`config.mk`:
```
export PLATFORM = sky130hd
export DESIGN_NAME = strmq_ctrl
export DESIGN_NICKNAME = d
export VERILOG_FILES = /design/src/rtl/strmq_pkg.sv /design/src/rtl/strmq_ctrl.sv
export SDC_FILE = /design/constraint.sdc
export NUM_CORES = 1
export LEC_CHECK = 0
export BUFFER_PORTS_ARGS = -buffer_cell sky130_fd_sc_hd__buf_2
export CAP_MARGIN = 10
export CORE_MARGIN = 8
export CORE_UTILIZATION = 29
export DETAILED_ROUTE_END_ITERATION = 16
export PLACE_DENSITY = 0.53
export SETUP_SLACK_MARGIN = 0.02
export SYNTH_ARGS = -nofsm -noshare
export SYNTH_HDL_FRONTEND = slang
export SYNTH_SLANG_ARGS = --single-unit
export TNS_END_PERCENT = 50
```
`constraint.sdc`:
```
create_clock -name clk -period 1.66 [get_ports clk]
set_clock_uncertainty 0.2 [all_clocks]
set_input_delay 0.249 -clock clk [delete_from_list [all_inputs] [get_ports clk]]
set_output_delay 0.249 -clock clk [all_outputs]
set_load 0.02 [all_outputs]
```
`src/rtl/strmq_pkg.sv`:
```
// Package for the sparse-table range-maximum block.
// Holds sizes, operation codes, the modulus and controller/datapath structs.
// No dependencies.
`timescale 1ns / 1ps
package strmq_pkg;
	localparam int DEPTH = 1024;
	localparam int LEVELS = 11;
	localparam int VALUE_WIDTH = 32;
	localparam int IDX_W = 10;
	localparam int CNT_W = 11;
	localparam int LVL_W = 4;
	localparam int ANS_W = 30;
	localparam int TAB_AW = LVL_W + IDX_W;
	localparam logic [ANS_W-1:0] MOD_PRIME = 30'd1000000007;
	localparam logic [31:0] MOD_X2 = 32'd2000000014;
	localparam logic [31:0] MOD_X3 = 32'd3000000021;
	localparam logic [31:0] MOD_X4 = 32'd4000000028;
	localparam logic [30:0] BAR_MU = 31'((64'd1 << 60) / 64'd1000000007);
	localparam logic [1:0] OP_CLEAR = 2'd0;
	localparam logic [1:0] OP_APPEND = 2'd1;
	localparam logic [1:0] OP_QUERY = 2'd2;

	typedef struct packed {
		logic load;
		logic clear;
		logic app_start;
		logic app_rd;
		logic app_wr;
		logic qry_rd;
		logic qry_max;
		logic pre;
		logic mul;
		logic bar_q;
		logic bar_r;
		logic red_sub;
		logic finish;
	} ctl_t;

	typedef struct packed {
		logic full;
		logic app_more;
		logic qry_bad;
	} sts_t;
endpackage

```
`src/rtl/strmq_ctrl.sv`:
```
// Controller state machine for the sparse-table range-maximum block.
// Depends on strmq_pkg; drives the datapath through ctl_t, reads sts_t.
`timescale 1ns / 1ps
module strmq_ctrl import strmq_pkg::*; (
	input  logic       clk,
	input  logic       arst_n,
	input  logic       in_fire,
	input  logic [1:0] op,
	input  logic       out_busy,
	input  sts_t       sts,
	output ctl_t       ctl,
	output logic       idle
);
	localparam logic [3:0] S_IDLE = 4'd0;
	localparam logic [3:0] S_DEC = 4'd1;
	localparam logic [3:0] S_ARD = 4'd2;
	localparam logic [3:0] S_AWAIT = 4'd3;
	localparam logic [3:0] S_AWR = 4'd4;
	localparam logic [3:0] S_QRD = 4'd5;
	localparam logic [3:0] S_QWAIT = 4'd6;
	localparam logic [3:0] S_QMAX = 4'd7;
	localparam logic [3:0] S_PRE = 4'd8;
	localparam logic [3:0] S_MUL = 4'd9;
	localparam logic [3:0] S_BARQ = 4'd10;
	localparam logic [3:0] S_BARR = 4'd11;
	localparam logic [3:0] S_SUB = 4'd12;
	localparam logic [3:0] S_OUT = 4'd13;

	logic [3:0] state_q, state_d;
	logic [1:0] op_q;

	always_ff @(posedge clk or negedge arst_n) begin
		if (!arst_n) begin
			state_q <= S_IDLE;
			op_q <= OP_CLEAR;
		end else begin
			state_q <= state_d;
			if (in_fire) op_q <= op;
		end
	end

	assign idle = (state_q == S_IDLE);

	always_comb begin
		state_d = state_q;
		ctl = '0;
		ctl.load = in_fire;
		case (state_q)
			S_IDLE: if (in_fire) state_d = S_DEC;
			S_DEC: begin
				case (op_q)
					OP_CLEAR: begin
						ctl.clear = 1'b1;
						state_d = S_IDLE;
					end
					OP_APPEND: begin
						if (sts.full) state_d = S_IDLE;
						else begin
							ctl.app_start = 1'b1;
							state_d = S_ARD;
						end
					end
					OP_QUERY: state_d = sts.qry_bad ? S_OUT : S_QRD;
					default: state_d = S_IDLE;
				endcase
			end
			S_ARD: begin
				ctl.app_rd = 1'b1;
				state_d = S_AWAIT;
			end
			S_AWAIT: state_d = S_AWR;
			S_AWR: begin
				ctl.app_wr = 1'b1;
				state_d = sts.app_more ? S_ARD : S_IDLE;
			end
			S_QRD: begin
				ctl.qry_rd = 1'b1;
				state_d = S_QWAIT;
			end
			S_QWAIT: state_d = S_QMAX;
			S_QMAX: begin
				ctl.qry_max = 1'b1;
				state_d = S_PRE;
			end
			S_PRE: begin
				ctl.pre = 1'b1;
				state_d = S_MUL;
			end
			S_MUL: begin
				ctl.mul = 1'b1;
				state_d = S_BARQ;
			end
			S_BARQ: begin
				ctl.bar_q = 1'b1;
				state_d = S_BARR;
			end
			S_BARR: begin
				ctl.bar_r = 1'b1;
				state_d = S_SUB;
			end
			S_SUB: begin
				ctl.red_sub = 1'b1;
				state_d = S_OUT;
			end
			S_OUT: begin
				if (!out_busy) begin
					ctl.finish = 1'b1;
					state_d = S_IDLE;
				end
			end
			default: state_d = S_IDLE;
		endcase
	end
endmodule

```
======== After elaboration in Yosys (flattened, before gate mapping) ========
Cells that the tools add are included.
word-level totals
  register bits after elaboration ......... 6
  input port bits ......................... 9
  word-level logic and storage cells ...... 44
cells by class
  equality and inequality tests ........... 17
  mux-type cells .......................... 22
  reduce and logical (&&, ||, !) cells .... 3
operators by type and width
  operator            count
  $pmux 4 s14         1
  $eq 4x4->1 const B  6
  $eq 4x3->1 const B  4
  $mux 1              14
  $mux 4              3
  $eq 4x2->1 const B  2
  $pmux 4 s2          1
  $mux 2              3
  $eq 4x1->1 const B  1
  $logic_not 4->1     1
  $ne 2x2->1 const B  2
  $eq 2x1->1 const B  1
  $eq 2x2->1 const B  1
  $logic_not 2->1     1
  $reduce_and 2->1    1

======== Logic depth before layout (Yosys ltp) ========
  depth after elaboration ................. 3
  gate-level depth with buffers ........... 5
  depth with buffers taken out ............ 5

======== Least setup slack after synthesis ========
OpenSTA, ideal clock, no wires.
  path kind ............................... flip-flop to output port
  start ................................... reg state_q[3]
  end ..................................... out ctl[11] (netlist name)
  data arrival time ....................... 1.381 ns
  required time ........................... 1.211 ns
  slack ................................... -0.170 ns
  cell stages (with the launch flop) ...... 3
  path buffers ............................ 1
  cell sequence ........................... dfrtp_1 > buf_2 > nor4b_1
RTL lines
  what                    line              text
  start, declared         strmq_ctrl.sv:29  logic [3:0] state_q, state_d;
  start signal, assigned  strmq_ctrl.sv:37  state_q <= state_d;
  end, declared           strmq_ctrl.sv:11  output ctl_t ctl,

==> results.sh <==
export IMPL_status="finished, violations left"
export IMPL_violations="negative setup slack"
export IMPL_wl_per_cell_um=13.4
export IMPL_rows=15
export IMPL_die_area_um2=3500
export IMPL_hp_start="op[1]"
export IMPL_p_per_area_nw_per_um2=1820
export IMPL_grt_pass1_vias=679
export IMPL_fillers=144
export IMPL_slew_headroom_pct=84.4
export IMPL_hold_violations=0
export IMPL_clk_latency_ns=0.24
export IMPL_globalplace_congestion=0.725
export IMPL_synth_async_reset_ratio_pct=100
export IMPL_yosys_top_cells_count="12 x nor2_1, 6 x dfrtp_1, 5 x nand2_1, 5 x nand2b_1, 5 x o21ai_0"
export IMPL_avgSynthCellArea_um2=7.95
export IMPL_worst_slack_ns=-0.0853
export IMPL_rsz0062_at_grt="yes"
export IMPL_synthFlopType="dfrtp_1"
export IMPL_clk_path_buf_depth=2
export IMPL_cts_root_buf="clkbuf_4"
export IMPL_cp_required_ns=1.21
export IMPL_path_max_fanout=3
export IMPL_antenna_found_initial=0
export IMPL_finalNonFillerCells=139
export IMPL_crit_type="flip-flop to primary output"
export IMPL_finalSetupViolCount=10
export IMPL_crit_arrival_ns=1.30
export IMPL_maxCapViolations=0
export IMPL_cellLeakagePower_nw=0.495
export IMPL_cts_made_buffers=3
export IMPL_regArea_um2=154
export IMPL_drtPass1Iterations=4
export IMPL_ctsHtreeMaxLevel=1
export IMPL_cp_start_kind="flip-flop"
export IMPL_multi_input_area_um2=473
export IMPL_drv_slew=0
export IMPL_portBuffers=22
export IMPL_cts_tree="yes"
export IMPL_die_y_um=59.2
export IMPL_grt_pass1_wl_um=2930
export IMPL_reg2reg_from="state_q[0]"
export IMPL_dp_final_hpwl_um=1170
export IMPL_synth_net_count=80
export IMPL_worst_r2r_endpoint="state_q[3]"
export IMPL_yosysWarnings=0
export IMPL_totalWireLength_um=1860
export IMPL_cts_clk_slew_worst_paths_ns=0.04
export IMPL_vdd_drop_max_v=0.00100
export IMPL_netlist_area_leader_share_pct=27.8
export IMPL_synth_edff_count=0
export IMPL_netlist_instances=68
export IMPL_route_detailed_drc=0
export IMPL_drt_iter0_markers=5
export IMPL_n_antenna_cell=0
export IMPL_ys_ff_latch=6
export IMPL_worst_pin_slew_ns=0.233
export IMPL_fmax_mhz=573
export IMPL_synth_most_common_cell="nor2_1"
export IMPL_synthesis_area_um2=541
export IMPL_worst_setup_path_end_kind="primary output"
export IMPL_grt_max_degree=9
export IMPL_vias=660
export IMPL_yosysTopAreaCell="dfrtp_1"
export IMPL_hp_class="primary input to flip-flop"
export IMPL_ys_types=27
export IMPL_fin_nets=128
export IMPL_clock_sinks=6
export IMPL_syn2layout_area_growth_pct=103
export IMPL_vias_per_cell=4.75
export IMPL_initial_utilization_pct=31.0
export IMPL_seq_area_frac_synth_pct=27.8
export IMPL_drt_antenna_violating_nets=0
export IMPL_fp_dieW_um=59.2
export IMPL_grt_usage_pct=10.7
export IMPL_layout_drive_gt1_share_pct=66.7
export IMPL_rrSetupSlack_ns=0.08
export IMPL_coreArea_um2=1750
export IMPL_holdPathStages=3
export IMPL_pre_cts_ws_ns=0.0441
export IMPL_layout_min_cycle_time_ns=1.75
export IMPL_num_io_pins=23
export IMPL_min_to="op_q[1]"
export IMPL_yosys_top_cells_area="dfrtp_1 28%, nor2_1 8.3%, ha_1 6.9%, nand2b_1 5.8%, o21ai_0 4.6%"
export IMPL_final_period_utilization_pct=105
export IMPL_rr_worst_depth=5
export IMPL_grt_ovfl_total=0
export IMPL_dp_cells=115
[per-layer routing]
layer	GRT usage (%)	share of wire [%]	vias up
met2	19.9	54	18
met5	0	0	-
met1	10.4	41	313
li1	-	-	327
met3	3.25	4.1	2
met4	5.12	0.22	0
[cells in the final DEF, fill, tap and decap left out, types with 2 or more instances in the layout]
cell type / n
o21ai_0: 5
nor2_2: 2
nand2b_4: 4
buf_12: 2
buf_4: 25
nor2_4: 4
clkbuf_4: 3
nor2_1: 6
a31oi_1: 2
buf_2: 9
dfrtp_2: 3
nor3_2: 2
a21oi_1: 2
ha_1: 2
dfrtp_1: 3
nor4b_4: 2
nor2b_1: 2
nand2b_1: 2
nand2_1: 4
buf_6: 10
inv_2: 3
[cells by family (layout without fill, tap and decap cells)]
group | after synthesis | in the layout | synth area share (%)
and+or+nand+nor | 36 | 36 | 38.2
AOI/OAI and AO/OA | 14 | 14 | 18.1
buffers and inverters | 9 | 55 | 9.03
DFF | 6 | 6 | 27.8
adders and majority gates | 3 | 3 | 6.95
[worst max-delay path: stages, from the launching register on]
cell     delay (ns)
dfrtp_1        0.38
inv_2          0.09
ha_4           0.13
inv_2          0.04
nor4b_4        0.24
buf_4          0.19
[flip-flops by register name (all words and copies together), names as in the netlist]
signal and flops:
op_q 2, state_q 4
[power by group]
| part | internal, mW | leakage [nW] | total [mW] | switching (mW) |
|---|---|---|---|---|
| Sequential | 0.211 | 0.0693 | 0.309 | 0.0972 |
| Combinational | 0.814 | 0.412 | 1.55 | 0.740 |
| Clock | 0.0813 | 0.0138 | 0.127 | 0.0456 |
| Total | 1.11 | 0.495 | 1.99 | 0.883 |
[cell type report]
cell class                      count  share of cell area, %
Timing Repair Buffer               48                   36.5
Inverter                            4                   1.37
Sequential cell                     6                   14.1
Tap cell                           25                   2.86
Clock buffer                        3                   2.06
Multi-Input combinational cell     53                   43.2
[how the worst max path moves through the flow]
stage                     from      end  slack [ns]  cells past startpoint
finish                 op_q[1]  ctl[10]       -0.09                      5
detailed placement     op_q[1]  ctl[10]        0.04                      5
global route           op_q[1]  ctl[10]       -0.17                      5
global placement       op_q[1]  ctl[10]        0.06                      5
CTS                    op_q[1]  ctl[10]       -0.07                      5
floorplan           state_q[1]     idle       -0.04                      3
[through the flow]
stage / instance area (um2) / utilization, % / hold slack [ns] / power [mW] / setup TNS (ns)
after floorplan: 547 / - / -0.247 / 0.884 / -0.0363
after global placement: 692 / 39.6 / -0.120 / 1.11 / 0
after detailed placement: 692 / 39.6 / -0.121 / 1.12 / 0
after CTS: 920 / 52.7 / 0.00871 / 1.63 / -0.336
after global routing: 1090 / 62.7 / 0.0101 / 2.13 / -1.12
final: 1090 / 62.7 / 0.0215 / 1.99 / -0.423
[timing repair]
action,in CTS,in global routing
resized for setup,30,26
endpoints found under the hold margin,6,0
hold buffers,1,0
pin swaps,3,4
endpoints found under the setup margin,13,14
buffers inserted,12,8
(Power assumes the default switching activity.)
